<file path="config.mk">
export PLATFORM = sky130hd
export DESIGN_NAME = tlb_fifo_lru_replacement
export DESIGN_NICKNAME = d
export VERILOG_FILES = /design/src/rtl/tlbfl_pkg.sv /design/src/rtl/tlbfl_cell.sv /design/src/rtl/tlb_fifo_lru_replacement.sv
export SDC_FILE = /design/constraint.sdc
export NUM_CORES = 2
export LEC_CHECK = 0
export BUFFER_PORTS_ARGS = -buffer_cell sky130_fd_sc_hd__clkbuf_2
export CAP_MARGIN = 20
export CORE_AREA = 2 2 373 375
export CTS_CLUSTER_SIZE = 28
export DETAILED_ROUTE_END_ITERATION = 8
export DIE_AREA = 0 0 375 377
export PLACE_DENSITY = 0.66
export SYNTH_ARGS = -nofsm -noshare
export SYNTH_HDL_FRONTEND = slang
export SYNTH_SLANG_ARGS = --single-unit
</file>
<file path="constraint.sdc">
create_clock -name clock -period 7.75 [get_ports clock]
set_input_delay 1.55 -clock clock [delete_from_list [all_inputs] [get_ports clock]]
set_output_delay 1.55 -clock clock [all_outputs]
set_load 0.03 [all_outputs]
</file>
<file path="src/rtl/tlbfl_pkg.sv">
// Shared definitions for the fully associative translation buffer.
// Holds default sizes, operation and register codes, the controller state and the
// per-cell control struct. No dependencies.
package tlbfl_pkg;

   localparam int ENTRIES_DEF    = 16;
   localparam int PAGE_BITS_DEF  = 20;
   localparam int FRAME_BITS_DEF = 20;
   localparam int AGE_BITS_DEF   = 16;

   localparam int               LIMIT_BITS    = 5;
   localparam logic [4:0]       LIMIT_RESET   = 5'd16;
   localparam int               CSR_ADDR_BITS = 3;
   localparam int               CSR_DATA_BITS = 32;
   localparam logic             REG_POLICY    = 1'b0;
   localparam logic             REG_ENTRIES   = 1'b1;
   localparam logic             POLICY_FIFO   = 1'b0;
   localparam logic             POLICY_LRU    = 1'b1;

   typedef enum logic [1:0] {
      OP_LOOKUP = 2'd0,
      OP_INSERT = 2'd1,
      OP_FLUSH  = 2'd2
   } op_type;

   typedef enum logic {
      ST_IDLE,
      ST_EXEC
   } state_type;

   typedef struct packed {
      logic age_up;
      logic age_down;
      logic set_entry;
      logic set_age;
   } cell_ctl_type;

endpackage

</file>
<file path="src/rtl/tlbfl_cell.sv">
// One buffer slot: page, frame and age, with a local page compare and one stage
// of the oldest-entry search chain. Depends on tlbfl_pkg.
module tlbfl_cell #(
   parameter int PAGE_BITS  = tlbfl_pkg::PAGE_BITS_DEF,
   parameter int FRAME_BITS = tlbfl_pkg::FRAME_BITS_DEF,
   parameter int AGE_BITS   = tlbfl_pkg::AGE_BITS_DEF,
   parameter int IDX_BITS   = 4,
   parameter logic [IDX_BITS-1:0] INDEX = '0
) (
   input  logic                       clock,
   input  logic                       filled,
   input  logic                       sel,
   input  tlbfl_pkg::cell_ctl_type    ctl,
   input  logic [PAGE_BITS-1:0]       key,
   input  logic [PAGE_BITS-1:0]       wr_page,
   input  logic [FRAME_BITS-1:0]      wr_frame,
   input  logic [AGE_BITS-1:0]        wr_age,
   input  logic [AGE_BITS-1:0]        prev_age,
   input  logic [IDX_BITS-1:0]        prev_idx,
   output logic [AGE_BITS-1:0]        cand_age,
   output logic [IDX_BITS-1:0]        cand_idx,
   output logic                       match,
   output logic                       age_zero,
   output logic [FRAME_BITS-1:0]      frame
);
   import tlbfl_pkg::*;

   localparam logic [AGE_BITS-1:0] AGE_MAX = '1;

   logic [PAGE_BITS-1:0]  page_ff,     page_in;
   logic [FRAME_BITS-1:0] frame_ff,    frame_in;
   logic [AGE_BITS-1:0]   age_ff,      age_in;
   logic [AGE_BITS-1:0]   cand_age_ff, cand_age_in;
   logic [IDX_BITS-1:0]   cand_idx_ff, cand_idx_in;

   always_comb begin
      page_in  = page_ff;
      frame_in = frame_ff;
      age_in   = age_ff;
      if (sel && ctl.set_entry) begin
         page_in  = wr_page;
         frame_in = wr_frame;
      end
      if (sel && ctl.set_age) begin
         age_in = wr_age;
      end else if (filled) begin
         if (ctl.age_up && age_ff != AGE_MAX) begin
            age_in = age_ff + AGE_BITS'(1);
         end else if (ctl.age_down && age_ff != '0) begin
            age_in = age_ff - AGE_BITS'(1);
         end
      end
      // take over the candidate on equal age so the highest slot wins
      if (filled && age_ff >= prev_age) begin
         cand_age_in = age_ff;
         cand_idx_in = INDEX;
      end else begin
         cand_age_in = prev_age;
         cand_idx_in = prev_idx;
      end
   end

   always_ff @(posedge clock) begin
      page_ff     <= page_in;
      frame_ff    <= frame_in;
      age_ff      <= age_in;
      cand_age_ff <= cand_age_in;
      cand_idx_ff <= cand_idx_in;
   end

   assign cand_age = cand_age_ff;
   assign cand_idx = cand_idx_ff;
   assign match    = filled && (page_ff == key);
   assign age_zero = filled && (age_ff == '0);
   assign frame    = frame_ff;

endmodule

</file>
<file path="src/rtl/tlb_fifo_lru_replacement.sv">
// Top level of the fully associative translation buffer with FIFO or LRU replacement.
// Instantiates a row of tlbfl_cell slots and the controller. Depends on tlbfl_pkg.
//
// Use: an operation enters on the req_ stream (tuser opcode: lookup, insert, flush;
// tdata page and frame) and returns exactly one transaction on the rsp_ stream
// (tuser hit, tdata frame of the hit slot or zero). The csr_ port holds the policy
// (0 FIFO, 1 LRU) and the number of slots that may be filled; write it only while idle.
// Flow: one operation at a time; it is taken in ST_IDLE and completed in ST_EXEC,
// and the next is taken only after that. An LRU insert into a full buffer waits
// for the oldest-entry search, which ripples one slot per cycle through the cell
// row; the search count restarts whenever an operation completes.
// Reset: the buffer is empty, the FIFO turn count is zero, policy FIFO, limit 16.
// Stall: the result waits in an output register; a new operation is still taken,
// but it completes only once the waiting result has been taken.
module tlb_fifo_lru_replacement #(
   parameter int ENTRIES    = tlbfl_pkg::ENTRIES_DEF,
   parameter int PAGE_BITS  = tlbfl_pkg::PAGE_BITS_DEF,
   parameter int FRAME_BITS = tlbfl_pkg::FRAME_BITS_DEF,
   parameter int AGE_BITS   = tlbfl_pkg::AGE_BITS_DEF
) (
   input  logic                                        clock,
   input  logic                                        reset,
   input  logic                                        req_tvalid,
   output logic                                        req_tready,
   // [PAGE_BITS-1:0] page, then frame, zero fill to bytes
   input  logic [((PAGE_BITS+FRAME_BITS+7)/8)*8-1:0]   req_tdata,
   // [1:0] opcode
   input  logic [1:0]                                  req_tuser,
   output logic                                        rsp_tvalid,
   input  logic                                        rsp_tready,
   // [FRAME_BITS-1:0] frame_out, zero fill to bytes
   output logic [((FRAME_BITS+7)/8)*8-1:0]             rsp_tdata,
   // [0] hit
   output logic                                        rsp_tuser,
   input  logic                                        csr_psel,
   input  logic                                        csr_penable,
   input  logic                                        csr_pwrite,
   input  logic [tlbfl_pkg::CSR_ADDR_BITS-1:0]         csr_paddr,
   input  logic [tlbfl_pkg::CSR_DATA_BITS-1:0]         csr_pwdata,
   output logic [tlbfl_pkg::CSR_DATA_BITS-1:0]         csr_prdata,
   output logic                                        csr_pready
);
   import tlbfl_pkg::*;

   localparam int RSP_BITS = ((FRAME_BITS + 7) / 8) * 8;
   localparam int CNT_BITS = $clog2(ENTRIES + 1);
   localparam int IDX_BITS = (ENTRIES > 1) ? $clog2(ENTRIES) : 1;
   localparam int LIM_BITS = (LIMIT_BITS > CNT_BITS) ? LIMIT_BITS : CNT_BITS;
   localparam int SAT_BITS = ((CNT_BITS > AGE_BITS) ? CNT_BITS : AGE_BITS) + 1;
   localparam logic [AGE_BITS-1:0] AGE_MAX = '1;

   state_type             state_ff, state_in;
   logic [1:0]            op_ff;
   logic [PAGE_BITS-1:0]  page_ff;
   logic [FRAME_BITS-1:0] frame_ff;
   logic                  policy_ff;
   logic [LIMIT_BITS-1:0] limit_ff;
   logic [CNT_BITS-1:0]   filled_count_ff, filled_count_in;
   logic [CNT_BITS-1:0]   turn_ff, turn_in;
   logic [CNT_BITS-1:0]   scan_cnt_ff, scan_cnt_in;
   logic                  rsp_valid_ff, rsp_valid_in;
   logic                  rsp_hit_ff, rsp_hit_in;
   logic [FRAME_BITS-1:0] rsp_frame_ff, rsp_frame_in;

   logic [ENTRIES-1:0]    filled_vec, match_vec, zero_vec, sel_vec;
   logic [ENTRIES-1:0]    match_oh, zero_oh, fifo_oh, free_oh, lru_oh;
   logic [AGE_BITS-1:0]   cand_age [ENTRIES];
   logic [IDX_BITS-1:0]   cand_idx [ENTRIES];
   logic [FRAME_BITS-1:0] cell_frame [ENTRIES];
   cell_ctl_type          ctl;
   logic [AGE_BITS-1:0]   wr_age;
   logic [FRAME_BITS-1:0] hit_frame;
   logic                  hit;
   logic [LIM_BITS-1:0]   lim_ext, limit;
   logic                  has_free, lru_full, scan_ready, out_free, commit, csr_wr;
   logic [AGE_BITS-1:0]   turn_sat, turn_dec_sat;
   logic [CNT_BITS-1:0]   turn_dec;

   genvar g;
   generate
      for (g = 0; g < ENTRIES; g++) begin : g_cell
         logic [AGE_BITS-1:0] prev_age;
         logic [IDX_BITS-1:0] prev_idx;
         if (g == 0) begin : g_seed
            assign prev_age = '0;
            assign prev_idx = '0;
         end else begin : g_link
            assign prev_age = cand_age[g-1];
            assign prev_idx = cand_idx[g-1];
         end
         assign filled_vec[g] = CNT_BITS'(g) < filled_count_ff;
         assign free_oh[g]    = filled_count_ff == CNT_BITS'(g);
         assign lru_oh[g]     = cand_idx[ENTRIES-1] == IDX_BITS'(g);
         tlbfl_cell #(
            .PAGE_BITS  (PAGE_BITS),
            .FRAME_BITS (FRAME_BITS),
            .AGE_BITS   (AGE_BITS),
            .IDX_BITS   (IDX_BITS),
            .INDEX      (IDX_BITS'(g))
         ) u_cell (
            .clock    (clock),
            .filled   (filled_vec[g]),
            .sel      (sel_vec[g]),
            .ctl      (ctl),
            .key      (page_ff),
            .wr_page  (page_ff),
            .wr_frame (frame_ff),
            .wr_age   (wr_age),
            .prev_age (prev_age),
            .prev_idx (prev_idx),
            .cand_age (cand_age[g]),
            .cand_idx (cand_idx[g]),
            .match    (match_vec[g]),
            .age_zero (zero_vec[g]),
            .frame    (cell_frame[g])
         );
      end
   endgenerate

   assign match_oh = match_vec & (~match_vec + ENTRIES'(1));
   assign zero_oh  = zero_vec & (~zero_vec + ENTRIES'(1));
   assign fifo_oh  = (zero_vec == '0) ? ENTRIES'(1) : zero_oh;
   assign hit      = match_vec != '0;

   always_comb begin
      hit_frame = '0;
      for (int i = 0; i < ENTRIES; i++) begin
         hit_frame = hit_frame | (cell_frame[i] & {FRAME_BITS{match_oh[i]}});
      end
   end

   assign lim_ext      = LIM_BITS'(limit_ff);
   assign limit        = (lim_ext < LIM_BITS'(ENTRIES)) ? lim_ext : LIM_BITS'(ENTRIES);
   assign has_free     = LIM_BITS'(filled_count_ff) < limit;
   assign turn_dec     = turn_ff - CNT_BITS'(1);
   assign turn_sat     = (SAT_BITS'(turn_ff) > SAT_BITS'(AGE_MAX)) ?
                         AGE_MAX : AGE_BITS'(turn_ff);
   assign turn_dec_sat = (turn_ff == '0) ? '0 :
                         ((SAT_BITS'(turn_dec) > SAT_BITS'(AGE_MAX)) ?
                          AGE_MAX : AGE_BITS'(turn_dec));

   assign lru_full   = (op_ff == OP_INSERT) && !has_free && (filled_count_ff != '0) &&
                       (policy_ff == POLICY_LRU);
   assign scan_ready = scan_cnt_ff == CNT_BITS'(ENTRIES);
   assign out_free   = !rsp_valid_ff || rsp_tready;
   assign commit     = (state_ff == ST_EXEC) && out_free && !(lru_full && !scan_ready);

   always_comb begin
      state_in        = state_ff;
      filled_count_in = filled_count_ff;
      turn_in         = turn_ff;
      scan_cnt_in     = scan_ready ? scan_cnt_ff : scan_cnt_ff + CNT_BITS'(1);
      rsp_valid_in    = rsp_valid_ff && !rsp_tready;
      rsp_hit_in      = rsp_hit_ff;
      rsp_frame_in    = rsp_frame_ff;
      ctl             = '0;
      sel_vec         = '0;
      wr_age          = '0;
      req_tready      = 1'b0;
      case (state_ff)
         ST_IDLE: begin
            req_tready = 1'b1;
            if (req_tvalid) begin
               state_in = ST_EXEC;
            end
         end
         ST_EXEC: begin
            if (commit) begin
               state_in     = ST_IDLE;
               scan_cnt_in  = '0;
               rsp_valid_in = 1'b1;
               rsp_hit_in   = 1'b0;
               rsp_frame_in = '0;
               case (op_ff)
                  OP_LOOKUP: begin
                     rsp_hit_in   = hit;
                     rsp_frame_in = hit_frame;
                     if (hit && policy_ff == POLICY_LRU) begin
                        ctl.age_up  = 1'b1;
                        ctl.set_age = 1'b1;
                        sel_vec     = match_oh;
                     end
                  end
                  OP_INSERT: begin
                     if (has_free) begin
                        ctl.set_entry   = 1'b1;
                        ctl.set_age     = 1'b1;
                        sel_vec         = free_oh;
                        filled_count_in = filled_count_ff + CNT_BITS'(1);
                        if (policy_ff == POLICY_FIFO) begin
                           wr_age = turn_sat;
                           if (turn_ff < CNT_BITS'(ENTRIES)) begin
                              turn_in = turn_ff + CNT_BITS'(1);
                           end
                        end else begin
                           ctl.age_up = 1'b1;
                        end
                     end else if (filled_count_ff != '0) begin
                        ctl.set_entry = 1'b1;
                        ctl.set_age   = 1'b1;
                        if (policy_ff == POLICY_FIFO) begin
                           ctl.age_down = 1'b1;
                           sel_vec      = fifo_oh;
                           wr_age       = turn_dec_sat;
                        end else begin
                           ctl.age_up = 1'b1;
                           sel_vec    = lru_oh;
                        end
                     end
                  end
                  OP_FLUSH: begin
                     filled_count_in = '0;
                     turn_in         = '0;
                  end
                  default: begin
                  end
               endcase
            end
         end
         default: begin
            state_in = ST_IDLE;
         end
      endcase
   end

   always_ff @(posedge clock) begin
      if (reset) begin
         state_ff        <= ST_IDLE;
         filled_count_ff <= '0;
         turn_ff         <= '0;
         scan_cnt_ff     <= '0;
         rsp_valid_ff    <= 1'b0;
      end else begin
         state_ff        <= state_in;
         filled_count_ff <= filled_count_in;
         turn_ff         <= turn_in;
         scan_cnt_ff     <= scan_cnt_in;
         rsp_valid_ff    <= rsp_valid_in;
      end
   end

   always_ff @(posedge clock) begin
      if (req_tvalid && req_tready) begin
         op_ff    <= req_tuser;
         page_ff  <= req_tdata[PAGE_BITS-1:0];
         frame_ff <= req_tdata[PAGE_BITS +: FRAME_BITS];
      end
      rsp_hit_ff   <= rsp_hit_in;
      rsp_frame_ff <= rsp_frame_in;
   end

   assign csr_wr = csr_psel && csr_penable && csr_pwrite && csr_pready;

   always_ff @(posedge clock) begin
      if (reset) begin
         policy_ff <= POLICY_FIFO;
         limit_ff  <= LIMIT_RESET;
      end else if (csr_wr) begin
         if (csr_paddr[CSR_ADDR_BITS-1] == REG_POLICY) begin
            policy_ff <= csr_pwdata[0];
         end else begin
            limit_ff <= csr_pwdata[LIMIT_BITS-1:0];
         end
      end
   end

   assign csr_prdata = (csr_paddr[CSR_ADDR_BITS-1] == REG_ENTRIES) ?
                       CSR_DATA_BITS'(limit_ff) : CSR_DATA_BITS'(policy_ff);
   assign csr_pready = 1'b1;

   assign rsp_tvalid = rsp_valid_ff;
   assign rsp_tdata  = RSP_BITS'(rsp_frame_ff);
   assign rsp_tuser  = rsp_hit_ff;

   a_commit_shows_result: assert property (@(posedge clock) disable iff (reset)
      commit |=> rsp_tvalid)
      else $error("completed transaction did not reach the output register");

   a_fill_bound: assert property (@(posedge clock) disable iff (reset)
      filled_count_ff <= CNT_BITS'(ENTRIES))
      else $error("fill count beyond buffer size");

   a_exec_holds: assert property (@(posedge clock) disable iff (reset)
      (state_ff == ST_EXEC && !commit) |=> (state_ff == ST_EXEC && $stable(op_ff) &&
                                            $stable(page_ff)))
      else $error("pending transaction lost before completion");

endmodule
</file>
==> reports/qor.yml <==
critPathArrivalTime_ps: 7990
status: "finished with violations"
worst_setup_hold_path_clk_slew_ps: 60
gp_congestion: 0.9182
cts-buffers-inserted: 141
wl_um: 176900
fin_crit_ps: 7361
chipHeight_um: 377
htree_levels: 4
report.final.hold_viol_count: 0
cts_resized: 0
crit_slowest_cell: "a2111oi_0"
initial_core_util: 0.4975
regArea_um2: 35040
synth_edf_count: 959
die_w_um: 375
post_cts_buffers: 0
synthTopCellsByArea: "edfxtp_1 42%, dfxtp_1 9.2%, ha_1 9.0%"
yosys_warnings: 0
dr_wl_met2_um: 82510
dieArea_um2: 141400
wire_per_inst_um: 22.02
ant_nets: 0
holdCritPathClass: "reg -> reg"
num_rows: 136
dr_wl_met3_um: 11080
synthDominantCellAreaShare: 0.4226
crit_path_max_incr_delay_ps: 870
clk-insertion-delay-late_ps: 810
async_flop_share: 0
area_growth_pct: 11.45
rsz0062_at_grt: "no"
yosysTopAreaCell: "edfxtp_1"
cts_buffer_depth: 3
synth_top_flop_cell: "edfxtp_1"
cp.required_ps: 8380
fp.coreArea_um2: 137000
r2r_setup_slack_ps: 390
grt_usage: 0.2462
drc_errors: 8
stdcell_count: 8036
grt_pass1_vias: 46690
clock-sinks: 1271
slew_viol_final: 0
multiInputGateArea_um2: 30980
yosysUniqueCellTypes: 92
antenna_found_initial: 7
hpwl_um: 120700
timing.final.crit_share: 0.9498
slew_headroom: 0.1946
vias: 48510
fillers: 11370
setup_viol: 0
highest_layer: "met5"
cts_tree: "yes"
critPathLaunchType: "flop"
clock.fmax_mhz: 135.9
portBuffers: 82
ir_drop_mv: 0.2358
cts_root_buf: "clkbuf_16"
tightest_slew_ps: 1208
end_kind: "flop"
violations: "DRC"
viasPerCell: 6.036
met1_length_um: 77950
first_pass_iters: 9
syn_inst: 5973
drtIter0Drc: 4396
drive_gt1_frac: 0.1127
crit_type: "reg -> reg"
final.setup.tns_ps: 0
grt_pass1_wl_um: 271100
overflow: 0
p_per_area_nw_per_um2: 198.6
num_io_pins: 144
fin_nets: 6720
hold_ws_ps: 412.0
syn_area_per_cell_um2: 11.41
dpl.cell_count: 7772
grt_max_degree: 51
max_cap_violations: 0
cts_hold_buf: 0
p_leak_nw: 27.26
crit_path_cell_trace: "buf_4 -> or4b_2 -> nand2_1 -> or3_1 -> o211ai_4 -> a2111oi_0 -> a31oi_4 -> or2_2 -> ha_1 -> a21o_1 -> a211oi_1 -> nor2_1 -> or4b_2 -> a311oi_1 -> o21bai_1 -> a21oi_1 -> o21ai_0 -> or3_1 -> a21oi_1"
synth-seq-cells: 1271
ys_seq_area_frac: 0.5143
fin_skew_ps: 80.84
crit_fanout: 18
syn_area_um2: 68140
[critical path, delay by kind of cell, from the launching register on]
kind / cells / cell delay, ps
AND/OR/NAND/NOR: 7 / 3000
buffers and inverters: 1 / 320
adder cells (fa/ha/maj): 1 / 350
flip-flops: 1 / 540
AO/OA/AOI/OAI: 10 / 2960
[layout make-up]
cell class | count | area share
antenna | 2 | 0.00006590
clock buffer | 186 | 0.05084
clock inverter | 69 | 0.01058
inverter | 342 | 0.01690
multi-input combinational | 4134 | 0.4080
sequential | 1271 | 0.4614
tap | 1794 | 0.02955
timing repair buffer | 238 | 0.02270
[sequential cells by signal (all words and copies together), names as in the netlist]
register,count
filled_count_ff,5
frame_ff,20
g_cell.u_cell.age_ff,256
g_cell.u_cell.cand_age,240
g_cell.u_cell.cand_idx,49
g_cell.u_cell.frame,320
g_cell.u_cell.page_ff,320
lim_ext,5
op_ff,2
page_ff,20
policy_ff,1
rsp_frame_ff,20
rsp_tuser,1
rsp_tvalid,1
scan_cnt_ff,5
state_ff,1
turn_ff,5
[cells in the final DEF, fill, tap and decap left out, types with 52 or more instances in the layout]
master	instances
ha_1	492
buf_4	140
nand3_1	202
mux2i_1	107
xor2_1	396
edfxtp_1	959
inv_1	341
nand2_1	233
mux2_2	136
a31oi_1	63
o21ai_0	128
a21o_1	143
nor4_1	219
o211ai_1	65
dfxtp_1	312
xnor2_1	123
nand4_1	160
a221oi_1	64
nand2b_1	52
clkbuf_16	144
clkbuf_2	82
nor3_1	113
a21oi_1	247
nor2b_1	53
nor2_1	416
and3_1	63
[synth_stat cells, drive strengths merged, types with 40 or more instances]
cell and number:
edfxtp 959, ha 492, nor2 454, xor2 396
inv 341, dfxtp 312, a21oi 250, nand2 233
nor4 222, nand3 202, nand4 161, clkbuf 145
a21o 143, o21ai 138, mux2 136, xnor2 123
nor3 120, buf 111, mux2i 107, a221oi 66
o211ai 66, a31oi 65, and3 64, nor2b 54
nand2b 52, a311o 47, a22o 40, and2 40
[per-stage QoR]
step           area [um^2]  worst slack, ps  power [W]    util
6_report             75950            389.4    0.01508  0.5544
2_1_floorplan        68260             1455   0.008237       -
5_1_grt              75940            12.68    0.01555  0.5544
4_1_cts              75870            423.3    0.01518  0.5538
3_5_place_dp         71200            470.3   0.008523  0.5198
3_3_place_gp         71190            571.3   0.008499  0.5197
[worst paths after layout]
path	to	start	depth (start not counted)
worst max register to register	g_cell[9].u_cell.age_ff[15]	filled_count_ff[4]	19
worst min-delay path	g_cell[10].u_cell.cand_idx[3]	g_cell[9].u_cell.cand_idx[3]	1
worst min register to register	g_cell[10].u_cell.cand_idx[3]	g_cell[9].u_cell.cand_idx[3]	1
worst max-delay path	g_cell[9].u_cell.age_ff[15]	filled_count_ff[4]	19
[report_power, final]
group	leakage (nW)	internal [W]	total (W)	switching (W)
registers	11.2	0.00743	0.00756	0.000126
clock network	2.26	0.00380	0.00669	0.00289
logic	13.8	0.000313	0.000831	0.000519
[routing by layer]
layer | global-route usage | up-vias
met1 | 0.3379 | 23720
met3 | 0.03569 | 316
met2 | 0.3997 | 1587
met5 | 0 | -
li1 | - | 22880
met4 | 0.08445 | 2
[kinds of logic (layout without fill, tap and decap cells)]
kind of cell,after synthesis,in the layout,synth area share
buffers and inverters,598,835,0.03747
multiplexers,243,243,0.03819
AND/OR/NAND/NOR,1736,1736,0.1332
flip-flops,1271,1271,0.5143
other,2,34,0.0001102
adder cells (fa/ha/maj),508,508,0.09504
AO/OA/AOI/OAI,1093,1093,0.1141
XOR/XNOR,522,522,0.06770
No activity file was read; power rests on OpenSTA's default activity.
